## config.mk

```make
export PLATFORM = sky130hd
export DESIGN_NAME = hbp_index
export DESIGN_NICKNAME = d
export VERILOG_FILES = /design/src/hybrid_branch_predictor_macros.svh /design/src/hbp_pkg.sv /design/src/hbp_index.sv
export SDC_FILE = /design/constraint.sdc
export NUM_CORES = 1
export LEC_CHECK = 0
export BUFFER_PORTS_ARGS = -buffer_cell sky130_fd_sc_hd__buf_4
export CORE_MARGIN = 5
export CORE_UTILIZATION = 54
export CTS_CLUSTER_DIAMETER = 40
export DETAILED_ROUTE_END_ITERATION = 8
export PLACE_DENSITY = 0.86
export SYNTH_ARGS = -nofsm -noshare
export SYNTH_HDL_FRONTEND = slang
export SYNTH_SLANG_ARGS = --single-unit
export TNS_END_PERCENT = 30
```

## constraint.sdc

```tcl
create_clock -name i_clk -period 6.06 [get_ports i_clk]
set_clock_uncertainty 0.2 [all_clocks]
set_input_delay 0.303 -clock i_clk [delete_from_list [all_inputs] [get_ports i_clk]]
set_output_delay 0.303 -clock i_clk [all_outputs]
set_load 0.01 [all_outputs]
```

## src/hybrid_branch_predictor_macros.svh

```systemverilog
// Assertion macros shared by the hybrid branch predictor RTL.
`ifndef HYBRID_BRANCH_PREDICTOR_MACROS_SVH
`define HYBRID_BRANCH_PREDICTOR_MACROS_SVH

// Check a consequent in the same cycle as its antecedent.
`define HBP_ASSERT_NOW(label, ante, cons, msg) \
    label: assert property (@(posedge i_clk) disable iff (!i_rst_n) \
        (ante) |-> (cons)) else $error(msg);

// Check a consequent in the cycle after its antecedent.
`define HBP_ASSERT_NEXT(label, ante, cons, msg) \
    label: assert property (@(posedge i_clk) disable iff (!i_rst_n) \
        (ante) |=> (cons)) else $error(msg);

`endif

```

## src/hbp_pkg.sv

```systemverilog
// Types, constants and helper functions of the hybrid branch predictor.
`timescale 1ns / 1ps
package hbp_pkg;

    localparam int BIM_BITS  = 12;
    localparam int GSH_BITS  = 12;
    localparam int CHO_BITS  = 12;
    localparam int COUNT_W   = 32;
    localparam int CFG_W     = 4;
    localparam int BITCNT_W  = 5;
    localparam int CTR_W     = 2;
    localparam int PADDR_W   = 5;
    localparam int REGIDX_W  = 3;
    localparam int CLR_BITS  = (BIM_BITS > GSH_BITS) ?
                               ((BIM_BITS > CHO_BITS) ? BIM_BITS : CHO_BITS) :
                               ((GSH_BITS > CHO_BITS) ? GSH_BITS : CHO_BITS);

    // Predictor kinds
    localparam logic [1:0] MODE_BIM = 2'd0;
    localparam logic [1:0] MODE_GSH = 2'd1;
    localparam logic [1:0] MODE_HYB = 2'd2;

    // Register indexes
    localparam logic [REGIDX_W-1:0] REG_MODE = 3'd0;
    localparam logic [REGIDX_W-1:0] REG_BIM  = 3'd1;
    localparam logic [REGIDX_W-1:0] REG_GSH  = 3'd2;
    localparam logic [REGIDX_W-1:0] REG_HIST = 3'd3;
    localparam logic [REGIDX_W-1:0] REG_CHO  = 3'd4;

    // Counter values
    localparam logic [CTR_W-1:0] CTR_MAX        = 2'd3;
    localparam logic [CTR_W-1:0] CTR_WEAK_TAKEN = 2'd2;
    localparam logic [CTR_W-1:0] CTR_WEAK_BIM   = 2'd1;

    typedef struct packed {
        logic [1:0]       mode;
        logic [CFG_W-1:0] bim_bits;
        logic [CFG_W-1:0] gsh_bits;
        logic [CFG_W-1:0] hist_bits;
        logic [CFG_W-1:0] cho_bits;
    } t_cfg;

    typedef struct packed {
        logic [BIM_BITS-1:0] bi;
        logic [GSH_BITS-1:0] gi;
        logic [CHO_BITS-1:0] ci;
    } t_idx;

    typedef struct packed {
        logic             pred;
        logic             miss;
        logic             use_g;
        logic             bim_we;
        logic             gsh_we;
        logic             cho_we;
        logic [CTR_W-1:0] bim_val;
        logic [CTR_W-1:0] gsh_val;
        logic [CTR_W-1:0] cho_val;
    } t_upd;

    // Clamp a configured width to 1..maxb
    function automatic logic [BITCNT_W-1:0] clamp_bits(input logic [CFG_W-1:0] v,
                                                       input logic [BITCNT_W-1:0] maxb);
        logic [BITCNT_W-1:0] ve;
        ve = BITCNT_W'(v);
        if (ve == '0) begin
            return BITCNT_W'(1);
        end else if (ve > maxb) begin
            return maxb;
        end
        return ve;
    endfunction

    // Step a 2-bit saturating counter toward the outcome
    function automatic logic [CTR_W-1:0] ctr_train(input logic [CTR_W-1:0] c,
                                                   input logic taken);
        if (taken) begin
            return (c == CTR_MAX) ? CTR_MAX : c + 1'b1;
        end
        return (c == '0) ? '0 : c - 1'b1;
    endfunction

endpackage

```

## src/hbp_index.sv

```systemverilog
// Table index generation and global history register.
`timescale 1ns / 1ps
module hbp_index (
    input  logic          i_clk,
    input  logic          i_rst_n,
    input  hbp_pkg::t_cfg i_cfg,
    input  logic [31:0]   i_addr,
    input  logic          i_taken,
    input  logic          i_accept,
    output hbp_pkg::t_idx o_idx
);
    import hbp_pkg::*;

    logic [GSH_BITS-1:0] r_hist;
    logic [GSH_BITS-1:0] n_hist;
    logic [BITCNT_W-1:0] mb, mg, kc, nh;
    logic [GSH_BITS-1:0] hmask, gmask, hist;
    logic [BIM_BITS-1:0] bmask;
    logic [CHO_BITS-1:0] cmask;
    logic [29:0]         word;

    // Clamp widths, build masks and indices
    always_comb begin
        mb = clamp_bits(i_cfg.bim_bits, BITCNT_W'(BIM_BITS));
        mg = clamp_bits(i_cfg.gsh_bits, BITCNT_W'(GSH_BITS));
        kc = clamp_bits(i_cfg.cho_bits, BITCNT_W'(CHO_BITS));
        nh = clamp_bits(i_cfg.hist_bits, BITCNT_W'(GSH_BITS));
        if (nh > mg) begin
            nh = mg;
        end
        bmask = BIM_BITS'((32'd1 << mb) - 32'd1);
        gmask = GSH_BITS'((32'd1 << mg) - 32'd1);
        cmask = CHO_BITS'((32'd1 << kc) - 32'd1);
        hmask = GSH_BITS'((32'd1 << nh) - 32'd1);
        hist  = r_hist & hmask;
        word  = i_addr[31:2];
        o_idx.bi = word[BIM_BITS-1:0] & bmask;
        o_idx.gi = (word[GSH_BITS-1:0] ^ (hist << (mg - nh))) & gmask;
        o_idx.ci = word[CHO_BITS-1:0] & cmask;
        // Shift the outcome in at the top of the active history
        n_hist = hist >> 1;
        if (i_taken) begin
            n_hist = n_hist | (GSH_BITS'(1) << (nh - 1'b1));
        end
        n_hist = n_hist & hmask;
    end

    // Advance history on every accepted branch outside bimodal mode
    always_ff @(posedge i_clk) begin
        if (!i_rst_n) begin
            r_hist <= '0;
        end else if (i_accept && (i_cfg.mode != MODE_BIM)) begin
            r_hist <= n_hist;
        end
    end

endmodule

```

==> metrics <==
worst slew pin tran about 1000 ps; clock sinks 12; Post-Route WL slightly below 10000 um; register share of total power 15.6%; max FFs per register 12; pin count of the biggest net entering global routing 25; Hold Path Class in2reg; Max Clock Freq 0.182 GHz; Worst Path Required 5560 ps; biggest regs r_hist x12; Hold Fails Final Rpt 0; clock latency on the worst-skew pair 240 ps; Final setup violation count 0; first-pass GRT wire length between 15000 and 20000 um; Setup Buffers After CTS 0; Syn Std Cell Area 0.00297 mm2; root buffer selected by CTS clkbuf_8; Synth Area in Adders 4.64%; sequential area share after synthesis 8.09%; post-DP HPWL between 7000 and 8000 um; routed len/inst 17.5 um; Pre-Repair DR Iteration Count 5; xor and xnor fraction of the mapped netlist area under 10%; fin. max-slew vios 0; Initial Utilization 54.6%; routability-driven placement congestion ratio 1.02; WP data arrival ~5000 ps; critical path class in2out; clock power share 13.2%; Net Sw Frac 49.2%; Total GRT Usage 25.9%; EDFF count, synth 0; largest fanout on the critical path 18; Crit. End Element output port; Worst R2R Path Depth 5; Seq cells post-synth 12; vias 3621; RR Endpoint r_hist[5]; power per cell area 151 mW/mm2; post-synthesis compound-gate area fraction 35.0%; CTS resizes 0; largest family of logic cells by synthesized area compound AO/OA/AOI/OAI gates; Iteration-0 DRC Markers 357; Biggest register r_hist; RSZ-0062 raised after global routing false; die area 0.00708 mm2; Max Cap Violations 0; syn_area_per_cell 6.79 um2; Post-Syn Instances 437; Psw 0.260 mW; combinational share of power approximately 71%; drt via density 6.54; Die Width 84.2 um; Ant. Diodes 0; Filler cells 500; Max-slew headroom 33.2%; drt drc 0; Async S/R FF share, synth 0%; status complete, no violations; Setup TNS 0 ps; H-tree levels 1; total CTS buffers 3; LEAKAGE 1.43 nW; Row Count 27; Critical Path End o_idx[22]; CP Launch Type input pin; die height ~84 um; Post-Synth Simple-Gate Area between 30 and 40%; post-synthesis mux area share 8.13%; share of cells above drive strength 1 between 20 and 25%; P&R area growth vs syn 17.7%; Ports 90; Clock Tree Buf Depth 2; crit path time final 5500 ps; fin crit share between 90% and 100%; nets@finish roughly 550; Detail Route Antenna Nets 0; initial antenna violation count 0; hold slack around 150 ps; Distinct cells, synth 80; origin of the worst setup path i_cfg[9]; Reg2Reg Setup Slack 4670 ps; Port Buf Inserts 69; Clk pin slew, worst setup/hold paths roughly 50 ps; CTS tree built; total grt overflow 0; core area 0.00544 mm2; ys flop type dfxtp_1; Internal ~0.27 mW; Yosys Warn Count 0; vias in the first global route 3398; VDD IR max 0.131 mV; beginning of the worst register-to-register path r_hist[6]; # hold bufs at CTS 0
routing by layer:
metal / up-vias / GRT usage [%] / part of all wire [%] / wire (um)
met4: 0 / 12.0 / 3.7 / 356
met2: 230 / 43.6 / 46 / 4500
met3: 37 / 3.93 / 11 / 1030
met1: 1648 / 32.4 / 40 / 3840
met5: - / 0 / 0 / 0
li1: 1706 / - / - / -
final cells by class:
type / instances / area (um2) / share of cell area, %
multi-input cells: 376 / 2490 / 71.3
well taps: 72 / 90.1 / 2.58
flip-flops and latches: 12 / 240 / 6.87
clock buffers: 3 / 41.3 / 1.18
inverters: 14 / 52.6 / 1.50
repair buffers: 77 / 578 / 16.5
worst max-delay path, cell delays in order:
cell	delay (ps)
buf_4	190
a21boi_2	450
inv_1	90
ha_1	320
and4_1	250
a31o_1	160
buf_4	280
mux2i_4	390
ha_1	240
inv_1	50
ha_1	220
a311oi_1	220
buf_4	180
nor3_1	60
o22ai_2	270
or3_1	240
nor2_1	120
a311oi_1	420
mux2_1	370
buf_4	150
kinds of logic after synthesis:
family / Yosys count
and+or+nand+nor: 190
AOI/OAI and AO/OA: 142
buffers and inverters: 52
muxes: 19
DFF: 12
adders and majority gates: 11
xor gates and xnor gates: 10
other: 1
power by group through the flow:
stage / logic, mW / registers (mW) / clock network (mW)
6_report: 0.376 / 0.0823 / 0.0700
2_1_floorplan: 0.261 / 0.0832 / 0
3_5_place_dp: 0.365 / 0.0837 / 0
4_1_cts: 0.367 / 0.0822 / 0.0716
5_1_grt: 0.404 / 0.0822 / 0.0767
3_3_place_gp: 0.358 / 0.0836 / 0
placed cells by master, fill, tap and decap left out, drive strengths merged, types with 4 or more instances in the layout:
cell,count
a21boi,13
o21ai,24
nor4,4
xor2,9
a21o,5
nor3b,4
dfxtp,12
and2,8
nor3,19
mux2,8
nand3,17
or3,5
a211oi,6
conb,4
ha,11
or2,4
and3,10
a31oi,9
o221ai,4
inv,13
nor2b,15
nand4,8
nor2,32
a22oi,4
a21oi,27
nand2,50
mux2i,11
buf,77
o21a,7
nand2b,7
through the flow:
stage	instance area, um2	power, mW	setup WS [ps]	utilization (%)	instances
after floorplan	2980	0.344	1170	-	440
after global placement	3450	0.441	743	63.5	551
after detailed placement	3450	0.449	662	63.5	551
after CTS	3500	0.521	657	64.3	554
after global routing	3500	0.563	221	64.3	554
final	3500	0.528	555	64.3	554
how the worst min path moves through the flow:
stage               startpoint          to  slack [ps]  cells past startpoint
floorplan            r_hist[3]   r_hist[3]         240                      2
global placement     r_hist[3]   r_hist[3]         260                      2
detailed placement   r_hist[3]   r_hist[3]         280                      2
CTS                    i_rst_n  r_hist[10]         150                      2
global route           i_rst_n  r_hist[11]         180                      2
finish                 i_rst_n  r_hist[10]         150                      2
Yosys cell counts (all sizes together) (3+ instances only):
library cell | instances | area share, %
a21oi | 27 | 4.6
nor3b | 4 | 1.0
o211a | 3 | 1.0
a32oi | 3 | 0.89
inv | 13 | 1.6
o221ai | 4 | 1.2
dfxtp | 12 | 8.1
o21a | 7 | 1.8
buf | 13 | 3.4
nor2 | 32 | 4.0
o21bai | 3 | 0.76
nand2 | 50 | 6.3
a22oi | 4 | 1.2
nor3 | 19 | 3.4
xor2 | 9 | 2.9
nand4 | 8 | 1.7
o31ai | 3 | 0.76
and3 | 10 | 2.1
o211ai | 3 | 0.76
nor4 | 4 | 0.84
a21boi | 13 | 3.8
ha | 11 | 4.6
a31oi | 9 | 2.1
a211oi | 6 | 2.1
mux2 | 8 | 3.2
mux2i | 11 | 5.0
a211o | 3 | 0.89
or2 | 4 | 0.84
clkbuf | 25 | 3.2
a311oi | 3 | 0.89
and2 | 8 | 1.7
nand2b | 7 | 1.5
or3 | 5 | 1.1
o21ai | 24 | 4.2
nor2b | 15 | 3.2
a41oi | 3 | 0.89
nand3 | 17 | 2.9
a21o | 5 | 1.3
No activity file was read; power rests on OpenSTA's default activity.
