## src/hybrid_branch_predictor_macros.svh

```systemverilog
// Assertion macros shared by the hybrid branch predictor RTL.
`ifndef HYBRID_BRANCH_PREDICTOR_MACROS_SVH
`define HYBRID_BRANCH_PREDICTOR_MACROS_SVH

// Check a consequent in the same cycle as its antecedent.
`define HBP_ASSERT_NOW(label, ante, cons, msg) \
    label: assert property (@(posedge i_clk) disable iff (!i_rst_n) \
        (ante) |-> (cons)) else $error(msg);

// Check a consequent in the cycle after its antecedent.
`define HBP_ASSERT_NEXT(label, ante, cons, msg) \
    label: assert property (@(posedge i_clk) disable iff (!i_rst_n) \
        (ante) |=> (cons)) else $error(msg);

`endif

```

## src/hbp_pkg.sv

```systemverilog
// Types, constants and helper functions of the hybrid branch predictor.
`timescale 1ns / 1ps
package hbp_pkg;

    localparam int BIM_BITS  = 12;
    localparam int GSH_BITS  = 12;
    localparam int CHO_BITS  = 12;
    localparam int COUNT_W   = 32;
    localparam int CFG_W     = 4;
    localparam int BITCNT_W  = 5;
    localparam int CTR_W     = 2;
    localparam int PADDR_W   = 5;
    localparam int REGIDX_W  = 3;
    localparam int CLR_BITS  = (BIM_BITS > GSH_BITS) ?
                               ((BIM_BITS > CHO_BITS) ? BIM_BITS : CHO_BITS) :
                               ((GSH_BITS > CHO_BITS) ? GSH_BITS : CHO_BITS);

    // Predictor kinds
    localparam logic [1:0] MODE_BIM = 2'd0;
    localparam logic [1:0] MODE_GSH = 2'd1;
    localparam logic [1:0] MODE_HYB = 2'd2;

    // Register indexes
    localparam logic [REGIDX_W-1:0] REG_MODE = 3'd0;
    localparam logic [REGIDX_W-1:0] REG_BIM  = 3'd1;
    localparam logic [REGIDX_W-1:0] REG_GSH  = 3'd2;
    localparam logic [REGIDX_W-1:0] REG_HIST = 3'd3;
    localparam logic [REGIDX_W-1:0] REG_CHO  = 3'd4;

    // Counter values
    localparam logic [CTR_W-1:0] CTR_MAX        = 2'd3;
    localparam logic [CTR_W-1:0] CTR_WEAK_TAKEN = 2'd2;
    localparam logic [CTR_W-1:0] CTR_WEAK_BIM   = 2'd1;

    typedef struct packed {
        logic [1:0]       mode;
        logic [CFG_W-1:0] bim_bits;
        logic [CFG_W-1:0] gsh_bits;
        logic [CFG_W-1:0] hist_bits;
        logic [CFG_W-1:0] cho_bits;
    } t_cfg;

    typedef struct packed {
        logic [BIM_BITS-1:0] bi;
        logic [GSH_BITS-1:0] gi;
        logic [CHO_BITS-1:0] ci;
    } t_idx;

    typedef struct packed {
        logic             pred;
        logic             miss;
        logic             use_g;
        logic             bim_we;
        logic             gsh_we;
        logic             cho_we;
        logic [CTR_W-1:0] bim_val;
        logic [CTR_W-1:0] gsh_val;
        logic [CTR_W-1:0] cho_val;
    } t_upd;

    // Clamp a configured width to 1..maxb
    function automatic logic [BITCNT_W-1:0] clamp_bits(input logic [CFG_W-1:0] v,
                                                       input logic [BITCNT_W-1:0] maxb);
        logic [BITCNT_W-1:0] ve;
        ve = BITCNT_W'(v);
        if (ve == '0) begin
            return BITCNT_W'(1);
        end else if (ve > maxb) begin
            return maxb;
        end
        return ve;
    endfunction

    // Step a 2-bit saturating counter toward the outcome
    function automatic logic [CTR_W-1:0] ctr_train(input logic [CTR_W-1:0] c,
                                                   input logic taken);
        if (taken) begin
            return (c == CTR_MAX) ? CTR_MAX : c + 1'b1;
        end
        return (c == '0) ? '0 : c - 1'b1;
    endfunction

endpackage

```

## src/hbp_decide.sv

```systemverilog
// Prediction, chooser decision and counter training for one branch.
`timescale 1ns / 1ps
module hbp_decide (
    input  logic                      i_taken,
    input  logic [1:0]                i_mode,
    input  logic [hbp_pkg::CTR_W-1:0] i_bim_ctr,
    input  logic [hbp_pkg::CTR_W-1:0] i_gsh_ctr,
    input  logic [hbp_pkg::CTR_W-1:0] i_cho_ctr,
    output hbp_pkg::t_upd             o_upd
);
    import hbp_pkg::*;

    logic bim_pred, gsh_pred, g_ok, b_ok;

    // Pick the predictor and train the counters
    always_comb begin
        bim_pred = (i_bim_ctr >= CTR_WEAK_TAKEN);
        gsh_pred = (i_gsh_ctr >= CTR_WEAK_TAKEN);
        g_ok     = (gsh_pred == i_taken);
        b_ok     = (bim_pred == i_taken);
        o_upd         = '0;
        o_upd.bim_val = ctr_train(i_bim_ctr, i_taken);
        o_upd.gsh_val = ctr_train(i_gsh_ctr, i_taken);
        o_upd.cho_val = ctr_train(i_cho_ctr, g_ok);
        case (i_mode)
            MODE_BIM: begin
                o_upd.pred   = bim_pred;
                o_upd.bim_we = 1'b1;
            end
            MODE_GSH: begin
                o_upd.pred   = gsh_pred;
                o_upd.use_g  = 1'b1;
                o_upd.gsh_we = 1'b1;
            end
            default: begin
                // Hybrid; the spare code acts the same
                o_upd.use_g  = (i_cho_ctr >= CTR_WEAK_TAKEN);
                o_upd.pred   = o_upd.use_g ? gsh_pred : bim_pred;
                o_upd.cho_we = g_ok ^ b_ok;
                o_upd.gsh_we = o_upd.use_g;
                o_upd.bim_we = !o_upd.use_g;
            end
        endcase
        o_upd.miss = (o_upd.pred != i_taken);
    end

endmodule

```

## config.mk

```make
export PLATFORM = sky130hd
export DESIGN_NAME = hbp_decide
export DESIGN_NICKNAME = d
export VERILOG_FILES = /design/src/hybrid_branch_predictor_macros.svh /design/src/hbp_pkg.sv /design/src/hbp_decide.sv
export SDC_FILE = /design/constraint.sdc
export NUM_CORES = 1
export LEC_CHECK = 0
export BUFFER_PORTS_ARGS = -buffer_cell sky130_fd_sc_hd__buf_2
export CORE_AREA = 10 10 47 49
export DETAILED_ROUTE_END_ITERATION = 6
export DIE_AREA = 0 0 57 59
export GPL_TIMING_DRIVEN = 0
export MAX_ROUTING_LAYER = met4
export SLEW_MARGIN = 5
export SYNTH_ARGS = -nofsm -noshare
export SYNTH_HDL_FRONTEND = slang
export SYNTH_SLANG_ARGS = --single-unit
```

## constraint.sdc

```tcl
create_clock -name vclk -period 0.8
set_input_delay 0.08 -clock vclk [all_inputs]
set_output_delay 0.08 -clock vclk [all_outputs]
set_load 0.03 [all_outputs]
```

==> flow_metrics.tcl, run 1 <==
set metrics [dict create \
    synth_nets 30 \
    antenna_found_initial 0 \
    grt-ovfl-total 0 \
    worst_slack_ns -0.3022 \
    die_w_um 57 \
    p_clk_share_pct 0 \
    wl_per_cell_um 10.90 \
    violations "setup timing" \
    synth.avg_cell_area_sq_um 7.746 \
    max_freq_mhz 907.3 \
    internal_power_mw 0.2065 \
    ys_types 13 \
    ctsHoldBuffers 0 \
    arrival_ns 1.02 \
    die_area_sq_um 3363 \
    std_cell_rows 14 \
    syn2layout_area_growth_pct 180.8 \
    grt_usage_pct 3.332 \
    antenna_cells 0 \
    ant_nets 0 \
    cellLeakagePower_nw 0.2194 \
    netlist_instances 21 \
    worst_pin_slew_ns 0.1549 \
    start_util_pct 11.61 \
    fp.dieH_um 59 \
    powerDensity_nw_per_um2 930.1 \
    max_cap_viol_count 0 \
    seq_power_share_pct 0 \
    routabilityCongestion 0.6471 \
    via_count 229 \
    setup.worst_path.start_class "input pin" \
    multi_input_area_sq_um 186.4 \
    instances_no_fill 60 \
    switchingPower_mw 0.2182 \
    viasPerCell 3.817 \
    grt_pass1_vias 229 \
    design.seq.count 0 \
    register_area_sq_um 0 \
    hold_viol 0 \
    drive_above_1_share_pct 84.09 \
    critPathCapture "o_upd[10]" \
    io_pins 21 \
    p_total_mw 0.4248 \
    drtPass1Iterations 1 \
    totalWireLength_um 654 \
    fin_setup_tns_ns -0.8745 \
    rsz0062_at_grt "true" \
    nNetsFinal 55 \
    crit_path_max_fanout 2 \
    setup_viol 6 \
    swShare_pct 51.37 \
    critical_path_class "in -> out" \
    min_period_ns 1.102 \
    yosysWarnings 0 \
    route.detailed.drc 0 \
    end_kind "output pin" \
    placedCellCount 57 \
    hold_path_class "in -> out" \
    min_period_over_period_pct 137.8 \
    drtIter0Drc 0 \
    yosysSeqAreaShare_pct 0 \
    drv_slew 0 \
    status "complete, but fails checks" \
    combPwrFrac_pct 100.0 \
    max_slew_margin_pct 89.45 \
    port_buffers 20 \
    netlist_area_sq_um 162.7 \
    grt_first_pass_wirelength_um 972 \
    finish.utilization_pct 32.59 \
    ir_drop_v 0.0003065 \
    grt_max_degree 7 \
    startpoint "i_mode[1]" \
    final.clkbuf_count 0 \
    fill_cells 164 \
    required_ns 0.72 \
    core_sq_um 1401 \
    hold_slack_ns 0.4641 \
]
==> cell usage after synthesis <==
library cell / number / area (sq um)
a21o_1: 1 / 7.510
and2_2: 1 / 7.510
buf_2: 1 / 5.000
buf_4: 1 / 7.510
inv_1: 4 / 15.01
maj3_1: 4 / 40.04
mux2_4: 1 / 15.01
mux2i_2: 1 / 13.76
nand2_1: 1 / 3.750
nor2_1: 1 / 3.750
o21ai_0: 2 / 10.01
xor2_1: 2 / 17.52
xor2_2: 1 / 16.27
==> cell usage in the layout, fill, tap and decap left out <==
| cell | count |
|---|---|
| nand2_1 | 1 |
| o21ai_2 | 2 |
| buf_4 | 5 |
| inv_4 | 1 |
| clkbuf_4 | 1 |
| xor2_4 | 2 |
| xor2_1 | 1 |
| a21o_1 | 1 |
| nor2_1 | 1 |
| buf_8 | 3 |
| mux2i_4 | 1 |
| buf_2 | 6 |
| and2_2 | 1 |
| inv_1 | 3 |
| maj3_2 | 4 |
| mux2_4 | 1 |
| buf_6 | 10 |
==> power by group through the flow <==
stage / clock (mW) / combinational (mW) / sequential [mW]
after global placement: 0 / 0.307 / 0
after detailed placement: 0 / 0.312 / 0
final: 0 / 0.425 / 0
after floorplan: 0 / 0.215 / 0
after CTS: 0 / 0.387 / 0
after global routing: 0 / 0.448 / 0
==> what timing repair did <==
item	in CTS	in global routing
gates resized for setup	26	14
pin swaps	1	1
endpoints found under the setup margin	10	9
setup buffers	1	2
==> how the worst min path moves through the flow <==
stage	startpoint	endpoint	cells past startpoint
after floorplan	i_mode[0]	o_upd[8]	1
after global placement	i_cho_ctr[0]	o_upd[0]	3
after detailed placement	i_cho_ctr[0]	o_upd[0]	3
after CTS	i_cho_ctr[0]	o_upd[0]	3
after global routing	i_cho_ctr[0]	o_upd[0]	3
final	i_cho_ctr[0]	o_upd[0]	3
==> per-stage QoR <==
| stage | instance area [sq um] | setup WS [ns] |
|---|---|---|
| floorplan | 192.7 | -0.3883 |
| global placement | 312.8 | -0.4098 |
| detailed placement | 312.8 | -0.4235 |
| CTS | 402.9 | -0.3129 |
| global route | 456.7 | -0.3321 |
| finish | 456.7 | -0.3022 |
==> cell families (layout without fill, tap and decap cells) <==
kind of cell / after synthesis / after routing / share of synthesized area, %
compound gates: 3 / 3 / 10.77
mux: 2 / 2 / 17.69
fa+ha+maj: 4 / 4 / 24.62
simple gates: 3 / 3 / 9.228
xor+xnor: 3 / 3 / 20.77
buf+inv: 6 / 29 / 16.92
==> per-layer routing <==
layer  wire length (um)  share of wire [%]  track usage (%)  up-vias
met3                 45                6.9           0.6438        0
met5                  0                  0                -        -
met2                335                 51            5.891       12
met4                  0                  0                0        0
met1                272                 42            4.038      105
li1                   -                  -                -      112
==> critical path, stage by stage <==
cell     delay (ns)
buf_8          0.08
mux2i_4        0.22
mux2_4         0.35
xor2_4         0.15
buf_6          0.13
==> area by class of cell <==
| type | instances | area share, % |
|---|---|---|
| plain buffers | 2 | 4.932 |
| repair buffers | 23 | 46.03 |
| multi-input cells | 15 | 40.82 |
| well taps | 16 | 4.384 |
| inverters | 4 | 3.836 |
(Power assumes the default switching activity.)
==> inputs of run 2 (changes only) <==
==> constraint.sdc (replaced) <==
create_clock -name vclk -period 0.8
set_input_delay 0.16 -clock vclk [all_inputs]
set_output_delay 0.16 -clock vclk [all_outputs]
set_load 0.03 [all_outputs]
==> run 2 against run 1 <==
The run still ends with setup timing left. Via count unchanged. Setup slack got worse by 0.15 ns. First-iteration DRC count unchanged. Critical path depth unchanged. Critical path type unchanged. Largest cell class unchanged. Sequential cell count unchanged. Sequential share of layout area unchanged. Highest routed layer unchanged. Worst hold slack improved by 0.18 ns. Global-route usage increased by 0.45 points.
==> flow_metrics.tcl, run 2 (synthesis gave the netlist of run 1 again) <==
set metrics [dict create \
    viasPerCell 3.817 \
    final_common_cell "buf_6" \
    routabilityCongestion 0.5914 \
    grt_usage_pct 3.783 \
    crit_path_max_fanout 2 \
    required_ns 0.64 \
    ir_drop_v 0.0002011 \
    nNetsFinal 55 \
    hold_path_class "in -> out" \
    port_buffers 20 \
    drive_above_1_share_pct 88.64 \
    fp.dieH_um 59 \
    max_cap_viol_count 0 \
    status "complete, but fails checks" \
    wl_per_cell_um 10.48 \
    drtPass1Iterations 1 \
    rsz0062_at_grt "true" \
    max_slew_margin_pct 86.98 \
    end_kind "output pin" \
    min_period_over_period_pct 157.1 \
    ant_nets 0 \
    hold_slack_ns 0.6399 \
    hpwl_um 585.4 \
    final_cell_mix "buf_6 (14), maj3_2 (4), buf_4 (4), buf_2 (4)" \
    die_area_sq_um 3363 \
    antenna_cells 0 \
    grt-ovfl-total 0 \
    path_buf_inv 2 \
    final.clkbuf_count 0 \
    register_area_sq_um 0 \
    io_pins 21 \
    grt_max_degree 7 \
    route.detailed.drc 0 \
    std_cell_rows 14 \
    cp.depth 5 \
    start_util_pct 11.61 \
    arrival_ns 1.10 \
    ctsHoldBuffers 0 \
    violations "setup timing" \
    min_period_ns 1.257 \
    p_total_mw 0.4516 \
    path_cells "buf_8 > mux2i_4 > mux2_4 > xor2_4 > buf_6" \
    worst_pin_slew_ns 0.1946 \
    core_sq_um 1401 \
    critical_path_class "in -> out" \
    setup_viol 12 \
    worst_path_max_delay_cell "mux2_4" \
    critPathCapture "o_upd[10]" \
    drtIter0Drc 0 \
    critPathTopFamily "multiplexers" \
    pre_cts_slack_ns -0.5662 \
    syn2layout_area_growth_pct 208.5 \
    design.seq.count 0 \
    max_freq_mhz 795.7 \
    worst_slack_ns -0.4567 \
    startpoint "i_mode[1]" \
    grt_first_pass_wirelength_um 1097 \
    placedCellCount 57 \
    totalWireLength_um 629 \
    fill_cells 153 \
    grt_pass1_vias 247 \
    die_w_um 57 \
    fin_setup_tns_ns -2.216 \
    drv_slew 0 \
    powerDensity_nw_per_um2 900.1 \
    cellLeakagePower_nw 0.2301 \
    via_count 229 \
    setup.worst_path.start_class "input pin" \
    hold_viol 0 \
    antenna_found_initial 0 \
    cpPeakStageDelay_ns 0.35 \
    instances_no_fill 60 \
]
==> run 2: worst min-delay path, delay by kind of cell <==
family                 cells  cell delay, ns
AO/OA/AOI/OAI              1            0.06
buffers and inverters      2            0.26
==> run 2: how the worst min path moves through the flow <==
stage	start	endpoint	slack (ns)	depth (start not counted)
after floorplan	i_cho_ctr[0]	o_upd[0]	0.39	1
after global placement	i_taken	o_upd[10]	0.66	3
after detailed placement	i_taken	o_upd[10]	0.67	3
after CTS	i_cho_ctr[0]	o_upd[0]	0.64	3
after global routing	i_cho_ctr[0]	o_upd[0]	0.65	3
final	i_cho_ctr[0]	o_upd[0]	0.64	3
==> run 2: layer usage <==
| metal | up-vias | track usage [%] | share of wire, % |
|---|---|---|---|
| met3 | 0 | 0.6438 | 6.7 |
| met4 | 0 | 0 | 0 |
| met1 | 106 | 4.057 | 34 |
| met5 | - | - | 0 |
| met2 | 9 | 7.442 | 59 |
| li1 | 114 | - | - |
==> run 2: power breakdown <==
group / internal, mW / switching [mW] / total [mW] / leakage (nW)
clock network: 0 / 0 / 0 / 0
logic: 0.226 / 0.225 / 0.452 / 0.230
registers: 0 / 0 / 0 / 0
==> run 2: layout make-up <==
cell class                 count  area (sq um)  area share, %
timing repair buffer          23         235.2          46.88
tap                           16         20.02          3.990
inverter                       4         17.52          3.491
multi-input combinational     15         201.4          40.15
buffer                         2         27.53          5.486
==> run 2: what timing repair did <==
action                     in CTS  in global routing
resized for setup              30                  7
setup endpoints to repair      12                 12
setup buffers                   2                  1
gates cloned                    0                  0
pin swaps                       4                  3
==> run 2: metrics by stage <==
| step | area [sq um] | util [%] |
|---|---|---|
| 2_1_floorplan | 244.0 | - |
| 3_5_place_dp | 364.1 | 25.98 |
| 6_report | 501.7 | 35.80 |
| 3_3_place_gp | 364.1 | 25.98 |
| 5_1_grt | 501.7 | 35.80 |
| 4_1_cts | 473.0 | 33.75 |
